### src/hdl/bst_pkg.sv
// Shared types, codes and constants for the bounded set table.
package bst_pkg;

  localparam int KEY_W           = 32;
  localparam int KIND_W          = 2;
  localparam int STATUS_W        = 2;
  localparam int FILL_W          = 6;
  localparam int DEF_TABLE_DEPTH = 32;

  // Operation codes
  typedef enum logic [KIND_W-1:0] {
    KIND_INSERT = 2'd0,
    KIND_ERASE  = 2'd1,
    KIND_LOOKUP = 2'd2,
    KIND_CLEAR  = 2'd3
  } kind_t;

  // Result status codes
  typedef enum logic [STATUS_W-1:0] {
    STAT_OK      = 2'd0,
    STAT_FULL    = 2'd1,
    STAT_DUP     = 2'd2,
    STAT_MISSING = 2'd3
  } status_t;

  // Controller states
  typedef enum logic [1:0] {
    ST_IDLE,
    ST_SEARCH,
    ST_UPDATE
  } state_t;

  // Search token handed from cell to cell
  typedef struct packed {
    logic             hit;
    logic [KEY_W-1:0] key;
    logic [KEY_W-1:0] last;
  } probe_t;

  // Write strobe broadcast to the cells
  typedef struct packed {
    logic             en;
    logic [KEY_W-1:0] data;
  } wr_t;

endpackage

### src/hdl/bst_cell.sv
// One table slot: holds an entry and compares it against the passing search token.
module bst_cell
  import bst_pkg::*;
#(
  parameter int TABLE_DEPTH = DEF_TABLE_DEPTH,
  parameter int IDX         = 0
) (
  input  logic                                           clk,
  input  probe_t                                         probe_in,
  input  logic [((TABLE_DEPTH > 1) ? $clog2(TABLE_DEPTH) : 1)-1:0] slot_in,
  output probe_t                                         probe_out,
  output logic [((TABLE_DEPTH > 1) ? $clog2(TABLE_DEPTH) : 1)-1:0] slot_out,
  input  logic [$clog2(TABLE_DEPTH + 1)-1:0]             occ,
  input  wr_t                                            wr,
  input  logic [((TABLE_DEPTH > 1) ? $clog2(TABLE_DEPTH) : 1)-1:0] wr_addr
);

  localparam int IDX_W = (TABLE_DEPTH > 1) ? $clog2(TABLE_DEPTH) : 1;
  localparam int OCC_W = $clog2(TABLE_DEPTH + 1);

  localparam logic [IDX_W-1:0] SLOT     = IDX_W'(IDX);
  localparam logic [OCC_W-1:0] POS      = OCC_W'(IDX);
  localparam logic [OCC_W-1:0] LAST_OCC = OCC_W'(IDX + 1);

  logic [KEY_W-1:0] entry;
  logic             held;
  logic             is_last;
  logic             match;

  // Slot is live only below the fill count
  assign held    = (POS < occ);
  assign is_last = (LAST_OCC == occ);
  assign match   = held && (entry == probe_in.key);

  // Token stage: pick up hit, slot and the last live entry
  always_ff @(posedge clk) begin
    probe_out.hit  <= probe_in.hit | match;
    probe_out.key  <= probe_in.key;
    probe_out.last <= is_last ? entry : probe_in.last;
    slot_out       <= match ? SLOT : slot_in;
  end

  // Entry store
  always_ff @(posedge clk) begin
    if (wr.en && (wr_addr == SLOT)) begin
      entry <= wr.data;
    end
  end

endmodule

### config.mk
export PLATFORM = sky130hd
export DESIGN_NAME = bst_cell
export DESIGN_NICKNAME = d
export VERILOG_FILES = /design/src/hdl/bst_pkg.sv /design/src/hdl/bst_cell.sv
export SDC_FILE = /design/constraint.sdc
export NUM_CORES = 1
export LEC_CHECK = 0
export BUFFER_PORTS_ARGS = -buffer_cell sky130_fd_sc_hd__buf_2
export CAP_MARGIN = 0
export CORE_MARGIN = 8
export CORE_UTILIZATION = 44
export DETAILED_ROUTE_END_ITERATION = 8
export PLACE_DENSITY = 0.79
export SETUP_SLACK_MARGIN = 0.4
export SYNTH_ARGS = -nofsm -noshare
export SYNTH_HDL_FRONTEND = slang
export SYNTH_SLANG_ARGS = --single-unit
### constraint.sdc
create_clock -name clk -period 5.61 [get_ports clk]
set_input_delay 0.8415 -clock clk [delete_from_list [all_inputs] [get_ports clk]]
set_output_delay 0.8415 -clock clk [all_outputs]
set_load 0.01 [all_outputs]
==> impl_metrics.json, run 1 <==
{
  "track_usage": 0.151,
  "grt_pass1_vias": 2459,
  "io_buffers": 184,
  "worstPathArrival_ns": 2.38,
  "peakVddDrop_mv": 0.196,
  "fin_crit_ns": 2.16,
  "avgSynthCellArea_sq_um": 17.0,
  "p_int_w": 0.00109,
  "clock-skew-final_ns": 0.0120,
  "register_area_sq_um": 2360,
  "synth_warnings": 0,
  "leakagePower_nw": 2.14,
  "cap_viol_max_count": 0,
  "vias": 2210,
  "die_y_microns": 103,
  "ios": 185,
  "drt-wirelength-per-cell_microns": 16.5,
  "tritoncts": "built",
  "p_seq_frac": 0.580,
  "core_area_sq_um": 7290,
  "period_share": 0.385,
  "critPathLaunchType": "primary input",
  "critPathKind": "primary input to flop",
  "clk_latency_ns": 0.34,
  "antenna_found_initial": 1,
  "clockBufferDepth": 2,
  "yosysMostFrequentCell": "dfxtp_1",
  "hpwl_microns": 6840,
  "clock_sinks": 102,
  "die_area_sq_um": 10600,
  "clockRootBuffer": "clkbuf_8",
  "ys_seq_elements": 102,
  "setup_tns_ns": 0,
  "grt_max_degree": 33,
  "rsz0062_at_grt": "no",
  "drive_gt1_frac": 0.602,
  "fmax_mhz": 463,
  "crit_path_end_kind": "flop",
  "hold_class": "flop to flop",
  "nets": 505,
  "dr.pass1.iters": 4,
  "yosysUniqueCellTypes": 18,
  "status": "complete, no violations",
  "fp.dieW_microns": 103,
  "synth_area_leaders": "dfxtp_1, edfxtp_1, mux2_4",
  "n_fill_cell": 630,
  "cts_setup_buffers": 0,
  "numCtsBuffers": 9,
  "clockPowerShare": 0.326,
  "syn_area_sq_um": 3340,
  "syn-num-nets": 312,
  "drt_iter0_markers": 20,
  "cp_max_fo": 32,
  "setup_ws_ns": 3.45,
  "hold_violations": 0,
  "initial_core_util": 0.458,
  "grt_pass1_wl_microns": 12000,
  "p_total_w": 0.00137,
  "switchingPower_w": 0.000286,
  "syn_inst": 197,
  "multi_input_area_sq_um": 928,
  "required_ns": 5.83,
  "comb_power_share": 0.093,
  "synth_ff_type": "dfxtp_1",
  "p_per_area_nw_per_um2": 300,
  "grt_remaining_overflow": 0,
  "rows": 31,
  "gp_congestion": 0.741,
  "post_dp_cell_area_sq_um": 4370,
  "clk_pin_slew_worst_paths_ns": 0.09,
  "ys_seq_area_frac": 0.707,
  "ant_nets": 0,
  "via_per_inst": 4.47,
  "synthArstFlopShare": 0,
  "synth_edf_count": 32,
  "synth_top_area_cell": "dfxtp_1",
  "setup_violations": 0,
  "finalMaxSlewViolations": 0,
  "synth_common_cells": "dfxtp_1, edfxtp_1, xnor2_1",
  "switching_share": 0.208,
  "cts-resized-gates": 0,
  "routed_wl_microns": 8150,
  "design_area_sq_um": 4570,
  "slew_headroom": 0.588,
  "worst_pin_slew_ns": 0.613,
  "fin_util": 0.627,
  "area_delta_synth_final_pct": 36.9,
  "place_ws_ns": 3.08,
  "drc": 0,
  "synth_top_cell_area_share": 0.419,
  "htreeDepth": 3,
  "holdBufCountCts": 0
}
[critical path, cell delays in order]
cell	delay (ns)
buf_2	0.09
or4_4	0.55
nor2_4	0.11
nand2_4	0.34
mux2_1	0.44
[sequential cells by signal, summed over array words and instances (netlist names)]
name and count:
entry 32, probe_out 65, slot_out 5
[cell usage in the layout, fill, tap and decap left out, types with 2 or more instances in the layout]
cell       synthesis  routed
edfxtp_1          32      32
xnor2_1           32      32
clkbuf_16          0       2
clkbuf_8           0      10
dfxtp_1           70      70
mux2_4            30      30
a31oi_1            5       5
buf_4              0       2
mux2_1             2       2
nand4_1            8       8
nor4_2             2       2
inv_1              5       5
buf_2              0     184
[power by group through the flow]
stage | sequential, W | clock (W) | combinational [W]
detailed placement | 0.000815 | 0 | 0.000131
CTS | 0.000798 | 0.000464 | 0.000131
floorplan | 0.000831 | 0 | 0.0000362
finish | 0.000798 | 0.000449 | 0.000128
global route | 0.000801 | 0.000495 | 0.000139
global placement | 0.000814 | 0 | 0.000127
[per-layer routing]
layer | GRT usage | routed length, microns | vias up
li1 | - | - | 1076
met1 | 0.145 | 2850 | 1019
met2 | 0.275 | 4200 | 106
met3 | 0.0689 | 986 | 9
met4 | 0.0567 | 116 | 0
met5 | 0 | 0 | -
[final cells by class]
type                    instances  area share
diodes                          1    0.000547
clock buffers                  13      0.0418
clock inverters                 2     0.00246
inverters                       5     0.00410
multi-input cells              86       0.203
flip-flops and latches        102       0.516
well taps                      99      0.0271
repair buffers                186       0.205
[through the flow]
stage,cells,hold WS (ns)
after floorplan,197,0.476
after global placement,478,0.496
after detailed placement,478,0.507
after CTS,493,0.528
after global routing,494,0.533
final,494,0.528
[path summary, 6_finish.rpt]
kind | start | end | slack, ns | cells after the start
hold / removal | entry[31]$_DFFE_PP_ | probe_out[31]$_DFF_P_ | 0.53 | 1
setup / recovery | occ[4] | probe_out[31]$_DFF_P_ | 3.45 | 5
setup reg to reg | entry[13]$_DFFE_PP_ | slot_out[3]$_SDFF_PP0_ | 3.86 | 4
hold reg to reg | entry[31]$_DFFE_PP_ | probe_out[31]$_DFF_P_ | 0.53 | 1
[cells by family (layout without fill, tap and decap cells)]
group / after synthesis / count (layout) / share of synthesized area
other: 0 / 1 / 0
and+or+nand+nor: 16 / 16 / 0.0389
buffers and inverters: 9 / 206 / 0.0168
DFF: 102 / 102 / 0.707
xor gates and xnor gates: 32 / 32 / 0.0839
muxes: 32 / 32 / 0.142
AOI/OAI and AO/OA: 6 / 6 / 0.0120
Power figures use the tool's default switching activity.
==> run 2: changes to the inputs <==
Clock period 5.61 ns to 2.2 ns, I/O delays scaled along.
==> run 2 against run 1 <==
Against the previous run:
- via count increased by 1.0%
- sequential power increased to 2.5 times the previous value
- global-route usage increased by 0.48 points
- routed wire length increased by 3.3%
- register-to-register slack got worse by 3.2 ns
==> impl_metrics.json, run 2 (synthesis results as in run 1) <==
{
  "area_delta_synth_final_pct": 38.2,
  "worstPathArrival_ns": 1.89,
  "die_y_microns": 103,
  "place_ws_ns": 0.150,
  "cpPeakStageDelay_ns": 0.55,
  "hpwl_microns": 6950,
  "p_per_area_nw_per_um2": 778,
  "critPathKind": "primary input to flop",
  "hold_violations": 0,
  "largest_registers": "probe_out: 65 flops, entry: 32 flops, slot_out: 5 flops",
  "cts-resized-gates": 0,
  "p_total_w": 0.00359,
  "routed_wl_microns": 8420,
  "crit_chain": "buf_2, or4_4, nor2_4, nand2_4, mux2_1",
  "ff2ff_path_depth": 4,
  "grt_pass1_vias": 2556,
  "htreeDepth": 3,
  "peakVddDrop_mv": 0.532,
  "leakagePower_nw": 2.16,
  "clockRootBuffer": "clkbuf_8",
  "required_ns": 2.43,
  "ant_nets": 0,
  "track_usage": 0.156,
  "cap_viol_max_count": 0,
  "setup_tns_ns": 0,
  "tritoncts": "built",
  "critPathLaunchType": "primary input",
  "clk_latency_ns": 0.34,
  "drt-wirelength-per-cell_microns": 17.0,
  "die_area_sq_um": 10600,
  "setup_ws_ns": 0.541,
  "period_share": 0.754,
  "antenna_found_initial": 0,
  "cts_setup_buffers": 0,
  "grt_pass1_wl_microns": 12300,
  "grt_remaining_overflow": 0,
  "hold_depth": 1,
  "n_fill_cell": 609,
  "largest_register_ffs": 65,
  "layout_commonest_cell": "buf_2",
  "initial_core_util": 0.458,
  "hold_class": "primary input to flop",
  "nets": 506,
  "ios": 185,
  "numCtsBuffers": 9,
  "rsz0062_at_grt": "no",
  "dr.pass1.iters": 4,
  "core_area_sq_um": 7290,
  "clk_pin_slew_worst_paths_ns": 0.10,
  "clock_sinks": 102,
  "slew_headroom": 0.583,
  "top_register": "probe_out",
  "gp_congestion": 0.719,
  "post_dp_cell_area_sq_um": 4390,
  "drt_iter0_markers": 48,
  "holdBufCountCts": 0,
  "fmax_mhz": 603,
  "setup_violations": 0,
  "design_area_sq_um": 4620,
  "fin_crit_ns": 1.66,
  "vias": 2233,
  "crit_path_end_kind": "flop",
  "finalMaxSlewViolations": 0,
  "drc": 0,
  "fp.dieW_microns": 103,
  "slowest_stage": "or4_4",
  "rows": 31,
  "worst_pin_slew_ns": 0.625,
  "status": "complete, no violations",
  "via_per_inst": 4.50,
  "final_cell_mix": "buf_2, dfxtp_1, xnor2_1, edfxtp_1, mux2_4",
  "cp_max_fo": 32,
  "io_buffers": 184,
  "clockBufferDepth": 2,
  "clock-skew-final_ns": 0.00932,
  "grt_max_degree": 33,
  "drive_gt1_frac": 0.606
}
[run 2: power breakdown]
group	internal, W	leakage [nW]	switching [W]
Sequential	0.00201	0.879	0.0000200
Combinational	0.000188	1.18	0.000143
Clock	0.000621	0.105	0.000604
Total	0.00282	2.16	0.000767
[run 2: final cells by class]
cell class,instances,area (sq um),area share
flip-flops and latches,102,2360,0.512
multi-input cells,86,947,0.205
repair buffers,187,943,0.204
clock buffers,12,165,0.0358
well taps,99,124,0.0268
clock inverters,4,53.8,0.0117
inverters,5,18.8,0.00407
diodes,1,2.50,0.000542
[run 2: worst paths after layout]
path,start,endpoint,slack [ns]
worst max-delay path,occ[4],probe_out[0]$_DFF_P_,0.54
worst min-delay path,probe_in[36],probe_out[36]$_DFF_P_,0.11
worst min register to register,entry[31]$_DFFE_PP_,probe_out[31]$_DFF_P_,0.51
worst max register to register,entry[9]$_DFFE_PP_,slot_out[0]$_SDFF_PP0_,0.63
[run 2: critical path, delay by kind of cell]
kind / cells / cell delay (ns)
buf+inv: 1 / 0.10
simple gates: 3 / 1.01
mux: 1 / 0.45
[run 2: through the flow]
step                hold slack, ns  cells  utilization
floorplan                    0.358    197            -
global placement             0.458    479        0.602
detailed placement           0.462    479        0.602
CTS                         0.0819    495        0.632
global route                0.0796    495        0.633
finish                       0.105    496        0.633
[run 2: routing by layer]
metal | global-route usage | vias up | wire (microns)
li1 | - | 1082 | -
met1 | 0.145 | 1022 | 2870
met2 | 0.285 | 114 | 4340
met3 | 0.0722 | 15 | 1060
met4 | 0.0679 | 0 | 148
met5 | 0 | - | 0
==> run 3: changes to the inputs <==
Clock period 2.2 ns to 1.6 ns, I/O delays scaled along.
==> run 3 against run 2 <==
Against the previous run:
- via count up 6.4%
- register-to-register slack worse by 0.51 ns
- clock skew increased by 0.0010 ns
- routed wire length is 13% higher
- count of clock-buffer cells in the layout up 1
- critical path type is now flop to flop
- critical endpoint is now slot_out[1]$_SDFF_PP0_
- largest power group unchanged
- highest routed layer unchanged
==> impl_metrics.json, run 3 (synthesis results as in run 1) <==
{
  "rows": 31,
  "grt_remaining_overflow": 0,
  "min_from": "probe_in[57]",
  "ant_nets": 0,
  "drt_iter0_markers": 28,
  "largest_register_ffs": 65,
  "track_usage": 0.176,
  "r2r_setup_slack_ns": 0.12,
  "numCtsBuffers": 9,
  "dp_cells": 482,
  "layout_commonest_cell": "buf_2",
  "fmax_mhz": 676,
  "largest_registers": "probe_out: 65 flops, entry: 32 flops, slot_out: 5 flops",
  "fp.dieW_microns": 103,
  "crit_start": "entry[31]$_DFFE_PP_",
  "peakVddDrop_mv": 0.579,
  "tritoncts": "built",
  "rsz0062_at_grt": "yes",
  "required_ns": 1.82,
  "slew_headroom": 0.837,
  "routed_wl_microns": 9500,
  "grt_max_degree": 17,
  "clk_latency_ns": 0.34,
  "grt_pass1_wl_microns": 13900,
  "p_total_w": 0.00488,
  "hold_depth": 1,
  "grt_pass1_vias": 2700,
  "worstPathArrival_ns": 1.70,
  "initial_core_util": 0.458,
  "holdPathEnd": "probe_out[57]$_DFF_P_",
  "gp_congestion": 0.751,
  "via_per_inst": 4.55,
  "n_fill_cell": 591,
  "multi_input_area_sq_um": 961,
  "hold_class": "primary input to flop",
  "ios": 185,
  "drive_gt1_frac": 0.608,
  "status": "complete, no violations",
  "design_area_sq_um": 5050,
  "diodes": 0,
  "drc": 0,
  "die_y_microns": 103,
  "register_area_sq_um": 2360,
  "final_cell_mix": "buf_2, dfxtp_1, mux2_4, edfxtp_1, xnor2_1",
  "p_per_area_nw_per_um2": 966,
  "clock_sinks": 102,
  "reg2reg_from": "entry[31]$_DFFE_PP_",
  "crit_path_end_kind": "flop",
  "vias": 2376,
  "antenna_found_initial": 0,
  "post_dp_cell_area_sq_um": 4440,
  "clockRootBuffer": "clkbuf_8",
  "critPathKind": "flop to flop",
  "dr.pass1.iters": 4,
  "cap_viol_max_count": 0,
  "top_register": "probe_out",
  "critPathLaunchType": "flop",
  "setup_violations": 0,
  "leakagePower_nw": 2.37,
  "drt-wirelength-per-cell_microns": 18.2,
  "final_cell_count_no_fill": 522,
  "die_area_sq_um": 10600,
  "period_share": 0.924,
  "area_delta_synth_final_pct": 51.2,
  "cp_max_fo": 6,
  "io_buffers": 184,
  "nets": 533,
  "clk_pin_slew_worst_paths_ns": 0.09,
  "hold_violations": 0,
  "ff2ff_path_depth": 5,
  "fin_crit_ns": 1.48,
  "rr_endpoint": "slot_out[1]$_SDFF_PP0_",
  "core_area_sq_um": 7290,
  "clockBufferDepth": 2,
  "htreeDepth": 3,
  "clock-skew-final_ns": 0.0103,
  "hpwl_microns": 7210,
  "finalMaxSlewViolations": 0,
  "worst_pin_slew_ns": 0.243
}
-- run 3: changes by cell type in the layout (fill, tap and decap cells not counted), sizes merged --
cell         change
clkbuf           +2
diode            -1
inv              +1
dlygate4sd3     +11
buf             +15
clkinvlp         -1
clkinv           -1
-- run 3: worst max-delay path: stages, from the launching register on --
cell and delay (ns):
edfxtp_1 0.44, xnor2_1 0.21, nand4_1 0.14, nor4_2 0.30, buf_4 0.19, a31oi_1 0.08
-- run 3: cell type report --
cell class                      count  area share
Timing Repair Buffer              214       0.276
Clock buffer                       13      0.0295
Tap cell                           99      0.0245
Sequential cell                   102       0.467
Inverter                            5     0.00371
Multi-Input combinational cell     86       0.190
Clock inverter                      3     0.00867
-- run 3: through the flow --
step | hold WS, ns | worst slack, ns | TNS (ns) | util
after global routing | 0.000703 | 0.0401 | 0 | 0.693
after detailed placement | 0.369 | -0.102 | -5.06 | 0.609
after global placement | 0.367 | -0.0581 | -3.13 | 0.609
after floorplan | 0.268 | -0.429 | -13.72 | -
final | 0.0204 | 0.121 | 0 | 0.693
after CTS | 0.00125 | 0.125 | 0 | 0.683
-- run 3: repair_timing --
item                                    CTS  global route
hold endpoints to repair                  8             3
hold buffers                              8             3
resized for setup                        16             3
gates cloned                              5             1
endpoints found under the setup margin   70            70
pin swaps                                12             8
setup buffers                             7             0
-- run 3: worst max path at each step --
stage,to,slack (ns)
after floorplan,entry[0]$_DFFE_PP_,-0.43
after global placement,entry[5]$_DFFE_PP_,-0.06
after detailed placement,probe_out[7]$_DFF_P_,-0.10
after CTS,slot_out[1]$_SDFF_PP0_,0.12
after global routing,slot_out[1]$_SDFF_PP0_,0.04
final,slot_out[1]$_SDFF_PP0_,0.12
-- run 3: routing by layer --
metal	share of wire	wire (microns)	vias to the layer above	global-route usage
met3	0.11	1080	14	0.0729
met5	0	0	-	0
met1	0.33	3120	1105	0.166
met2	0.54	5140	118	0.333
li1	-	-	1139	-
met4	0.017	157	0	0.0634
-- run 3: power by group --
part	total [W]	internal (W)	leakage, nW	switching [W]
sequential	0.00280	0.00277	0.879	0.0000285
combinational	0.000506	0.000298	1.40	0.000208
clock	0.00158	0.000771	0.0942	0.000805
total	0.00488	0.00384	2.37	0.00104
